[config.mk]
export PLATFORM = sky130hd
export DESIGN_NAME = accumulator_alu_booth_multiply
export DESIGN_NICKNAME = d
export VERILOG_FILES = /design/src/sv/aabm_pkg.sv /design/src/sv/aabm_alu.sv /design/src/sv/accumulator_alu_booth_multiply.sv
export SDC_FILE = /design/constraint.sdc
export NUM_CORES = 1
export LEC_CHECK = 0
export BUFFER_PORTS_ARGS = -buffer_cell sky130_fd_sc_hd__buf_2
export CAP_MARGIN = 25
export CELL_PAD_IN_SITES_DETAIL_PLACEMENT = 0
export CELL_PAD_IN_SITES_GLOBAL_PLACEMENT = 1
export CORE_MARGIN = 2
export CORE_UTILIZATION = 35
export CTS_CLUSTER_SIZE = 16
export DETAILED_ROUTE_END_ITERATION = 8
export PLACE_DENSITY = 0.68
export SYNTH_ARGS = -nofsm -noshare
export SYNTH_HDL_FRONTEND = slang
export SYNTH_SLANG_ARGS = --single-unit
[constraint.sdc]
create_clock -name clk -period 12.65 [get_ports clk]
set_input_delay 2.53 -clock clk [delete_from_list [all_inputs] [get_ports clk]]
set_output_delay 2.53 -clock clk [all_outputs]
set_load 0.05 [all_outputs]
[src/sv/aabm_pkg.sv]
// ----------------------------------------------------------------------------
// aabm_pkg
// Shared types, command codes and the Booth multiply function for the
// accumulator ALU.
// ----------------------------------------------------------------------------
package aabm_pkg;

  localparam int DATA_W = 8;
  localparam int CMD_W  = 5;

  // alu command codes
  typedef enum logic [CMD_W-1:0] {
    CMD_WACC = 5'h09,
    CMD_RACC = 5'h0B,
    CMD_BRLT = 5'h11,
    CMD_BRGT = 5'h12,
    CMD_BRNE = 5'h13,
    CMD_BRE  = 5'h14,
    CMD_SHR  = 5'h15,
    CMD_SHL  = 5'h16,
    CMD_XOR  = 5'h17,
    CMD_NOT  = 5'h18,
    CMD_OR   = 5'h19,
    CMD_AND  = 5'h1A,
    CMD_MUL  = 5'h1B,
    CMD_SUB  = 5'h1D,
    CMD_ADD  = 5'h1E
  } cmd_t;

  // input request
  typedef struct packed {
    logic [CMD_W-1:0]  cmd;
    logic [DATA_W-1:0] operand;
  } aabm_in_t;

  // result request
  typedef struct packed {
    logic [DATA_W-1:0] acc_value;
    logic [DATA_W-1:0] bus_value;
    logic              zero_flag;
    logic              carry_flag;
    logic              sign_flag;
    logic              overflow_flag;
    logic              bad_command;
  } aabm_out_t;

  // radix-2 booth recurrence with a data-width partial register
  function automatic logic [2*DATA_W-1:0] booth_mul(input logic [DATA_W-1:0] mplr,
                                                    input logic [DATA_W-1:0] mcnd);
    logic [DATA_W-1:0] hi;
    logic [DATA_W-1:0] lo;
    logic              prev;
    hi   = '0;
    lo   = mplr;
    prev = 1'b0;
    for (int i = 0; i < DATA_W; i++) begin
      case ({lo[0], prev})
        2'b01:   hi = hi + mcnd;
        2'b10:   hi = hi - mcnd;
        default: hi = hi;
      endcase
      prev = lo[0];
      lo   = {hi[0], lo[DATA_W-1:1]};
      hi   = {hi[DATA_W-1], hi[DATA_W-1:1]};
    end
    return {hi, lo};
  endfunction

endpackage

[src/sv/aabm_alu.sv]
// ----------------------------------------------------------------------------
// aabm_alu
// Combinational datapath: one command against the accumulator, giving the
// new accumulator, bus byte and flags.
// ----------------------------------------------------------------------------
module aabm_alu (
  input  aabm_pkg::aabm_in_t           req,
  input  logic [aabm_pkg::DATA_W-1:0]  acc,
  output aabm_pkg::aabm_out_t          res
);
  import aabm_pkg::*;

  logic [2*DATA_W-1:0] prod;
  logic [DATA_W-1:0]   opd;
  logic [DATA_W-1:0]   diff;
  logic                lt;
  logic                big_shift;

  assign opd       = req.operand;
  assign prod      = booth_mul(acc, opd);
  assign diff      = acc - opd;
  assign lt        = (acc < opd);
  assign big_shift = (opd >= DATA_W'(DATA_W));

  // command decode and flag generation
  always_comb begin
    res               = '0;
    res.acc_value     = acc;
    res.bus_value     = opd;
    case (req.cmd)
      CMD_ADD:  res.acc_value = acc + opd;
      CMD_SUB:  res.acc_value = diff;
      CMD_MUL:  res.acc_value = prod[DATA_W-1:0];
      CMD_AND:  res.acc_value = acc & opd;
      CMD_OR:   res.acc_value = acc | opd;
      CMD_NOT:  res.acc_value = ~acc;
      CMD_XOR:  res.acc_value = acc ^ opd;
      CMD_SHR:  res.acc_value = big_shift ? '0 : (acc >> opd);
      CMD_SHL:  res.acc_value = big_shift ? '0 : (acc << opd);
      CMD_BRLT, CMD_BRGT: begin
        res.acc_value = diff;
        res.sign_flag = lt;
      end
      CMD_BRNE, CMD_BRE: res.acc_value = diff;
      CMD_WACC: res.acc_value = opd;
      CMD_RACC: res.bus_value = acc;
      default:  res.bad_command = 1'b1;
    endcase

    // flags follow the full product for multiply, the result otherwise
    if (req.cmd == CMD_MUL) begin
      res.zero_flag  = (prod == '0);
      res.carry_flag = (prod[2*DATA_W-1:DATA_W] != '0);
    end else begin
      res.zero_flag  = (res.acc_value == '0);
      res.carry_flag = res.sign_flag;
    end
    res.overflow_flag = res.carry_flag;
  end

endmodule

[src/sv/accumulator_alu_booth_multiply.sv]
// ----------------------------------------------------------------------------
// accumulator_alu_booth_multiply
// Accumulator ALU, signed Booth multiply, one command per clock if unstalled.
// ----------------------------------------------------------------------------
// The block takes one command per clock while the result side is not
// stalled and returns one result for each. A request is captured in an
// input register, goes through the combinational ALU (the 8-step Booth
// multiply is the longest path) and lands in the result register together
// with the accumulator update. Back-to-back commands see the accumulator
// left by the command before them. When the result is stalled the input
// register still holds one more request before in_stall rises.
module accumulator_alu_booth_multiply (
  input  logic                 clk,
  input  logic                 rst_n,
  input  logic                 in_valid,
  output logic                 in_stall,
  input  aabm_pkg::aabm_in_t   in_data,
  output logic                 out_valid,
  input  logic                 out_stall,
  output aabm_pkg::aabm_out_t  out_data
);
  import aabm_pkg::*;

  logic              s1_valid_r, s1_valid_nxt;
  aabm_in_t          s1_data_r;
  logic              out_valid_r, out_valid_nxt;
  aabm_out_t         out_data_r;
  logic [DATA_W-1:0] acc_r;
  aabm_out_t         alu_res;
  logic              advance;
  logic              accept;

  // handshake control
  assign advance       = !out_valid_r || !out_stall;
  assign in_stall      = s1_valid_r && !advance;
  assign accept        = in_valid && !in_stall;
  assign s1_valid_nxt  = accept || (s1_valid_r && !advance);
  assign out_valid_nxt = advance ? s1_valid_r : out_valid_r;

  aabm_alu u_alu (
    .req (s1_data_r),
    .acc (acc_r),
    .res (alu_res)
  );

  // control and accumulator state
  always_ff @(posedge clk) begin
    if (!rst_n) begin
      s1_valid_r  <= 1'b0;
      out_valid_r <= 1'b0;
      acc_r       <= '0;
    end else begin
      s1_valid_r  <= s1_valid_nxt;
      out_valid_r <= out_valid_nxt;
      if (advance && s1_valid_r) begin
        acc_r <= alu_res.acc_value;
      end
    end
  end

  // payload registers
  always_ff @(posedge clk) begin
    if (accept) begin
      s1_data_r <= in_data;
    end
    if (advance && s1_valid_r) begin
      out_data_r <= alu_res;
    end
  end

  assign out_valid = out_valid_r;
  assign out_data  = out_data_r;

endmodule

* Yosys cells after proc, flatten, opt, wreduce, memory -nomap -nowiden *
Cells that the tools add are included.

word-level totals
  register bits = 43
  word-level logic and storage cells = 95
  output and inout port bits = 23

operators by class
  equal/unequal tests = 29
  muxes and demuxes = 15
  bitwise logic cells = 4
  shift-type cells = 2
  reductions and logical operators = 15
  magnitude comparators = 2
  $add $sub $neg = 17

operators by type and width
  kind                   count
  $pmux W8 S2            7
  $pmux W8 S10           1
  $eq A5 B5 Y1 const B   13
  $add A8 B8 Y8          8
  $sub A8 B8 Y8          8
  $mux W8                4
  $logic_not A16 Y1      1
  $reduce_or A15 Y1      1
  $eq A2 B1 Y1 const B   7
  $eq A2 B2 Y1 const B   7
  $eq A5 B4 Y1 const B   2
  $and A8 B8 Y8          1
  $ge A8 B4 Y1 const B   1
  $logic_not A8 Y1       1
  $lt A8 B8 Y1           1
  $not A8 Y8             1
  $or A8 B8 Y8           1
  $reduce_bool A8 Y1     1
  $shl A8 B8 Y8          1
  $shr A8 B8 Y8          1
  $sub A1 B8 Y8 const A  1
  $xor A8 B8 Y8          1
  $reduce_or A5 Y1       1
  $logic_not A1 Y1       4
  other kinds (5)        9

* Logic depth before layout (Yosys ltp) *
Gate-level depths: netlist of run 1.

  word-level depth = 19
  depth in mapped cells = 59
  depth with buffers taken out = 56

* Modules after synthesis *
From an unflattened synthesis of run 1, not the netlist that was laid out.

second synthesis, totals
  cell total of the unflattened synthesis = 1093
  area total of the unflattened synthesis = 8458.1 µm²

modules (own cells, without submodules)
  module                          cells an instance  area each (µm²)  times used
  aabm_alu                        1016               7026.7           1
  accumulator_alu_booth_multiply  77                 1431.4           1

* Worst setup path after synthesis of run 1 *
No wires, ideal clock.

  path kind = register to register
  start point = register s1_data_r[0] (netlist name)
  end point = register out_data_r (netlist bit out_data[1]) (data pin)
  arrival time = 10813 ps
  cell stages (with the launch flop) = 50
  clock period less this slack = 11082 ps
  path slack = 1568 ps
  buffers on the path = 3
  path through = edfxtp_1 -> buf_2 -> inv_1 -> clkbuf_1 -> ha_1 -> nor3b_2 -> buf_2 -> a21oi_1 -> xnor2_2 -> ha_1 -> a41o_1 -> or4_1 -> o221a_2 -> nand3_1 -> inv_1 -> ha_1 -> a21boi_1 -> or4_1 -> [14 not listed] -> xor2_1 -> o21ai_0 -> ha_1 -> a21o_1 -> nor3_1 -> mux2i_1 -> nor2_1 -> a31oi_1 -> o21ai_0 -> ha_1 -> xnor2_1 -> nor4_1 -> nand3_1 -> nor3b_1 -> nand2_1 -> mux2_1 -> o41ai_1 -> a21oi_1

RTL lines
  element                   RTL line                              text
  start: declaration        accumulator_alu_booth_multiply.sv:25  aabm_in_t s1_data_r;
  start signal: assignment  accumulator_alu_booth_multiply.sv:64  s1_data_r <= in_data;
  end signal: assignment    accumulator_alu_booth_multiply.sv:67  out_data_r <= alu_res;
  end: declaration          accumulator_alu_booth_multiply.sv:27  aabm_out_t out_data_r;

==> results of run 1 <==
-- synth_stat cells, types with 7 or more instances --
cell      instances
nor2_1          150
nand2_1         113
xnor2_1          87
ha_1             74
a21oi_1          68
o21ai_0          58
clkbuf_1         45
inv_1            43
edfxtp_1         33
a21o_1           30
mux2i_1          27
nor3_1           26
nand3_1          21
a31oi_1          18
buf_1            13
o22ai_1          13
nand4_1          12
a21boi_0         11
xor2_1           11
dfxtp_1          10
nand2b_1         10
nor2b_1          10
a221oi_1          9
and2_1            9
and3_1            9
fa_1              9
nor4_1            9
o21bai_1          8
o21a_1            7
o221ai_1          7
or3_1             7
-- layout by cell type, fill, tap and decap left out, types with 25 or more instances in the layout --
cell | synthesis | final
a21o_1 | 30 | 30
a21oi_1 | 68 | 67
buf_2 | 6 | 39
edfxtp_1 | 33 | 33
ha_1 | 74 | 73
inv_1 | 43 | 43
mux2i_1 | 27 | 27
nand2_1 | 113 | 113
nor2_1 | 150 | 150
nor3_1 | 26 | 25
o21ai_0 | 58 | 58
xnor2_1 | 87 | 87
-- path summary, 6_finish.rpt --
| check | end | slack (ns) | startpoint |
|---|---|---|---|
| setup / recovery | out_data[1]$_DFFE_PP_ | 0.87 | s1_data_r[1]$_DFFE_PP_ |
| hold / removal | out_valid$_SDFFE_PN0N_ | 0.51 | s1_valid_r$_SDFF_PN0_ |
| hold reg to reg | out_valid$_SDFFE_PN0N_ | 0.51 | s1_valid_r$_SDFF_PN0_ |
| setup reg to reg | out_data[1]$_DFFE_PP_ | 0.87 | s1_data_r[1]$_DFFE_PP_ |
-- metal layers --
layer	GRT usage (%)	vias to the layer above
li1	-	4133
met1	29.9	3884
met2	31.6	212
met3	1.93	34
met4	4.42	0
met5	0	-
-- registers in the layout, indices dropped and copies added (netlist names) --
| name | flops |
|---|---|
| s1_valid_r | 1 |
| out_valid | 1 |
| s1_data_r | 13 |
| out_data | 20 |
| acc_r | 8 |
-- per-stage QoR --
stage | instance area, sq um | instances | setup slack, ns
finish | 9070 | 1445 | 0.866
global route | 9070 | 1445 | 0.00688
CTS | 9030 | 1443 | 0.378
detailed placement | 8880 | 1435 | 0.440
global placement | 8880 | 1435 | 0.787
floorplan | 8420 | 1125 | 1.57
-- tightest hold or removal path, stage by stage (launching register included) --
cell and delay [ns]:
dfxtp_1 0.34, a21oi_1 0.05, nor2b_1 0.09
-- repair_timing --
item                       CTS  global route
setup buffers                0             2
gates resized for setup      0             5
setup endpoints to repair    0             2
-- layout make-up --
class,count,area [sq um],share of cell area [%]
Inverter,49,184,2.03
Multi-Input combinational cell,967,6810,75.0
Clock inverter,3,23.8,0.262
Timing Repair Buffer,59,345,3.81
Clock buffer,5,125,1.38
Tap cell,319,399,4.40
Sequential cell,43,1190,13.1
-- kinds of logic after synthesis --
| family | share of synthesized area (%) |
|---|---|
| buffers and inverters | 5.35 |
| multiplexers | 5.22 |
| AO/OA/AOI/OAI | 28.3 |
| adder cells (fa/ha/maj) | 13.1 |
| AND/OR/NAND/NOR | 23.3 |
| XOR/XNOR | 10.6 |
| flip-flops | 14.1 |
-- power groups by stage --
| stage | combinational [mW] | clock (mW) | sequential [mW] |
|---|---|---|---|
| 5_1_grt | 0.819 | 0.142 | 0.175 |
| 4_1_cts | 0.729 | 0.137 | 0.174 |
| 6_report | 0.733 | 0.134 | 0.174 |
| 3_5_place_dp | 0.724 | 0 | 0.177 |
| 2_1_floorplan | 0.571 | 0 | 0.184 |
| 3_3_place_gp | 0.720 | 0 | 0.177 |
==> flow_summary.ini, run 1 <==
[sta]
slew_viol_final = 0
hold_violations = 0
slew_headroom_pct = 26.2
clock.fmax_mhz = 84.9
finalCritPeriodShare_pct = 93.2
holdWs_ns = 0.510
post-route-min-period_ns = 11.78
tightest_slew_ns = 1.10
rsz0062_at_grt = false
setup_viol = 0
worst_clock_skew_ns = 0.00635
setup_tns_ns = 0

[power_and_ir_drop]
switching_share_pct = 48.7
total_power_mw = 1.04
clockPowerShare_pct = 12.8
p_leak_nw = 3.56
power.switching_mw = 0.507
combPwrFrac_pct = 70.4
ir_worst_vdd_uv = 47.6
p_per_area_mw_per_mm2 = 115
pwr-share-seq_pct = 16.7
intPower_mw = 0.534

[drt]
met2WireLength_mm = 11.7
drt_iter0_markers = 737
num_vias = 8263
wl_per_cell_microns = 18.1
maxUsedRoutingLayer = met4
drt-met1-wl_mm = 12.8
wirelength_mm = 26.1
met3WireLength_mm = 1.12
ant_nets = 0
viasPerCell = 5.72
drc = 0
first_pass_iters = 8

[logic_synthesis]
async_reset_ff_share_pct = 0
netlist_area_sq_mm = 0.00842
synth_fp_nets = 1225
avgSynthCellArea_sq_um = 7.48
netlist_instances = 1125
yosysWarnings = 0
synth-edff-count = 33
synthFlopType = edfxtp_1
seq_area_frac_synth_pct = 14.1
yosys.area.top_type = edfxtp_1
synthDistinctLibCells = 101
synth-seq-cells = 43
yosysTopAreaCellShare_pct = 11.8
ys_top_cells_by_area = edfxtp_1 (12%), ha_1 (11%), xnor2_1 (9.0%)

[worst_setup_path]
critPathCaptureType = flip-flop
worstSetupPathDepth = 46
critical_path_arrival_ns = 11.82
startpoint_type = flip-flop
critPathMaxStageDelay_ns = 0.68
path_class = reg2reg
cp_slowest_cell = or4_4
crit_top_cell = ha_1
crit_fanout = 36
path_buf_inv = 3
crit_required_ns = 12.69
r2r.worst_path.cells = 46
crit_family = simple AND/OR/NAND/NOR gates

[global_routing]
grt_pass1_vias = 7693
grt-ovfl-total = 0
antenna_found_initial = 0
grt_max_degree = 37
grt_pass1_wl_mm = 42.0
grt.total_usage_pct = 20.2

[final_layout]
fill_cells = 2558
syn_to_final_growth_pct = 7.76
finish.utilization_pct = 38.5
layout.nets = 1225
n_antenna_cell = 0
layout-drive-gt1-share_pct = 10.7

[clock_tree]
cts_num_sinks = 43
cts_buffer_depth = 2
clkLatencyLatePin_ns = 0.30
hold_buffers = 0
cts_tree = yes
cts_buffers = 5
cts-root-buf = clkbuf_16
htree_levels = 2
clk_pin_slew_ns = 0.07

[floorplanning]
start_util_pct = 35.8
coreArea_sq_mm = 0.0235
die-area_sq_mm = 0.0253
ios = 40
fp-row-count = 56
die_h_microns = 159
dieWidth_microns = 159

[placement]
portBuffers = 39
gp_congestion = 0.885
hpwlAfterDp_mm = 20.4

[job]
timing.max_cap.violations = 0

[status]
outcome = finished, final reports clean

[worst_hold_path]
min_path_type = reg2reg
min_path_cells = 2
Power figures use the tool's default switching activity.
==> run 2: changes to the inputs <==
--- a/config.mk
+++ b/config.mk
@@ -10,10 +10,10 @@
 export CELL_PAD_IN_SITES_DETAIL_PLACEMENT = 0
 export CELL_PAD_IN_SITES_GLOBAL_PLACEMENT = 1
 export CORE_MARGIN = 2
-export CORE_UTILIZATION = 35
+export CORE_UTILIZATION = 40
 export CTS_CLUSTER_SIZE = 16
 export DETAILED_ROUTE_END_ITERATION = 8
-export PLACE_DENSITY = 0.68
+export PLACE_DENSITY_LB_ADDON = 0.1
 export SYNTH_ARGS = -nofsm -noshare
 export SYNTH_HDL_FRONTEND = slang
 export SYNTH_SLANG_ARGS = --single-unit
==> run 2 against run 1 <==
Non-clock buffer count fell by 1. Final cell count fell by 3.1%. Global-route usage rose by 3.6 points. Fmax rose by 0.11%. Critical path type unchanged. Clock-buffer cell count did not move. Setup slack improved by 0.013 ns. Worst hold slack improved by 0.0085 ns. Sequential share of layout area rose by 0.11 points.
==> flow_summary.ini, run 2 (synthesis gave the netlist of run 1 again) <==
[final_layout]
layout_commonest_cell = nor2_1
layout_common_cells = nor2_1 (150), nand2_1 (113), xnor2_1 (87)
final-instance-count-excl-fill = 1400
layout-drive-gt1-share_pct = 10.6
fill_cells = 2226
n_antenna_cell = 0
largest_reg_flops = 20
layout.nets = 1224
syn_to_final_growth_pct = 6.85

[global_routing]
grt_pass1_vias = 7571
antenna_found_initial = 0
grt-ovfl-total = 0
grt.total_usage_pct = 23.7
grt_max_degree = 37
grt_pass1_wl_mm = 42.1

[clock_tree]
cts_buffers = 5
clk_pin_slew_ns = 0.07
htree_levels = 2
cts_num_sinks = 43
cts_buffer_depth = 2
post_cts_buffers = 0
clkLatencyLatePin_ns = 0.30
cts_tree = yes
cts-root-buf = clkbuf_16

[worst_setup_path]
crit_top_cell = ha_1
cp_slowest_cell = or4_1
crit_fanout = 12
r2r_slack_ns = 0.88
critPathCaptureType = flip-flop
worstReg2RegEnd = out_data[1]$_DFFE_PP_
crit_required_ns = 12.68
critPathMaxStageDelay_ns = 0.48
reg2reg_from = s1_data_r[0]$_DFFE_PP_
critical_path_arrival_ns = 11.80
path_class = reg2reg
r2r.worst_path.cells = 47
startpoint_type = flip-flop

[sta]
hold_violations = 0
finalCritPeriodShare_pct = 93.0
worst_clock_skew_ns = 0.00587
post-route-min-period_ns = 11.77
setup_viol = 0
tightest_slew_ns = 0.896
rsz0062_at_grt = false
clock.fmax_mhz = 85.0
setup_tns_ns = 0
slew_headroom_pct = 39.9
slew_viol_final = 0

[drt]
ant_nets = 0
viasPerCell = 5.85
drc = 0
wirelength_mm = 26.4
first_pass_iters = 7
num_vias = 8196
wl_per_cell_microns = 18.8
drt_iter0_markers = 712

[placement]
gp_congestion = 0.903
portBuffers = 39
dp_cells = 1390
hpwlAfterDp_mm = 20.7

[power_and_ir_drop]
p_leak_nw = 3.55
total_power_mw = 1.04
p_per_area_mw_per_mm2 = 115
ir_worst_vdd_uv = 54.1

[worst_hold_path]
min_from = s1_valid_r$_SDFF_PN0_
min_path_cells = 2
min_path_type = reg2reg
hold_end = out_valid$_SDFFE_PN0N_

[floorplanning]
die-area_sq_mm = 0.0222
dieWidth_microns = 149
coreArea_sq_mm = 0.0208
fp-row-count = 53
die_h_microns = 149
ios = 40
start_util_pct = 40.4

[status]
outcome = finished, final reports clean

[job]
timing.max_cap.violations = 0
## run 2: worst max path at each step
stage	slack, ns	endpoint	startpoint
after floorplan	1.57	out_data[1]$_DFFE_PP_	s1_data_r[0]$_DFFE_PP_
after detailed placement	0.79	out_data[1]$_DFFE_PP_	s1_data_r[0]$_DFFE_PP_
final	0.88	out_data[1]$_DFFE_PP_	s1_data_r[0]$_DFFE_PP_
after global routing	0.03	out_data[1]$_DFFE_PP_	s1_data_r[0]$_DFFE_PP_
after global placement	0.97	out_data[1]$_DFFE_PP_	s1_data_r[1]$_DFFE_PP_
after CTS	0.75	out_data[1]$_DFFE_PP_	s1_data_r[0]$_DFFE_PP_
## run 2: what timing repair did
action | in CTS | in global routing
setup endpoints to repair | 0 | 2
hold buffers | 0 | 0
resized for setup | 0 | 3
## run 2: per-layer routing
| metal | wire length (microns) | vias up | track usage (%) | share of wire [%] |
|---|---|---|---|---|
| met2 | 12100 | 174 | 38.6 | 46 |
| li1 | - | 4122 | - | - |
| met3 | 990 | 22 | 2.23 | 3.8 |
| met5 | 0 | - | 0 | 0 |
| met1 | 12900 | 3878 | 34.6 | 49 |
| met4 | 355 | 0 | 4.00 | 1.3 |
## run 2: worst max-delay path, delay by kind of cell, from the launching register on
family          cells  cell delay [ns]
simple gates        9             2.28
mux                 3             0.87
flops               1             0.38
xor+xnor            6             1.32
fa+ha+maj           7             2.21
compound gates     15             3.43
buf+inv             7             1.01
## run 2: final cells by class
| type | count | area [sq um] | share of cell area (%) |
|---|---|---|---|
| Multi-Input combinational cell | 967 | 6790 | 75.5 |
| Sequential cell | 43 | 1190 | 13.2 |
| Tap cell | 275 | 344 | 3.82 |
| Timing Repair Buffer | 58 | 338 | 3.75 |
| Inverter | 49 | 184 | 2.04 |
| Clock buffer | 5 | 125 | 1.39 |
| Clock inverter | 3 | 23.8 | 0.264 |
## run 2: stage by stage
stage | util [%] | hold WS [ns] | instance area [sq um] | worst slack (ns)
floorplan | - | 0.472 | 8420 | 1.57
global placement | 42.4 | 0.509 | 8820 | 0.973
detailed placement | 42.4 | 0.504 | 8820 | 0.788
CTS | 43.1 | 0.525 | 8970 | 0.752
global route | 43.2 | 0.575 | 9000 | 0.0322
finish | 43.2 | 0.518 | 9000 | 0.879
## run 2: power by group
part / leakage [nW] / switching, mW / internal [mW] / total [mW]
Sequential: 0.397 / 0.0130 / 0.162 / 0.175
Combinational: 3.09 / 0.434 / 0.297 / 0.731
Clock: 0.0664 / 0.0583 / 0.0738 / 0.132
Total: 3.55 / 0.505 / 0.533 / 1.04
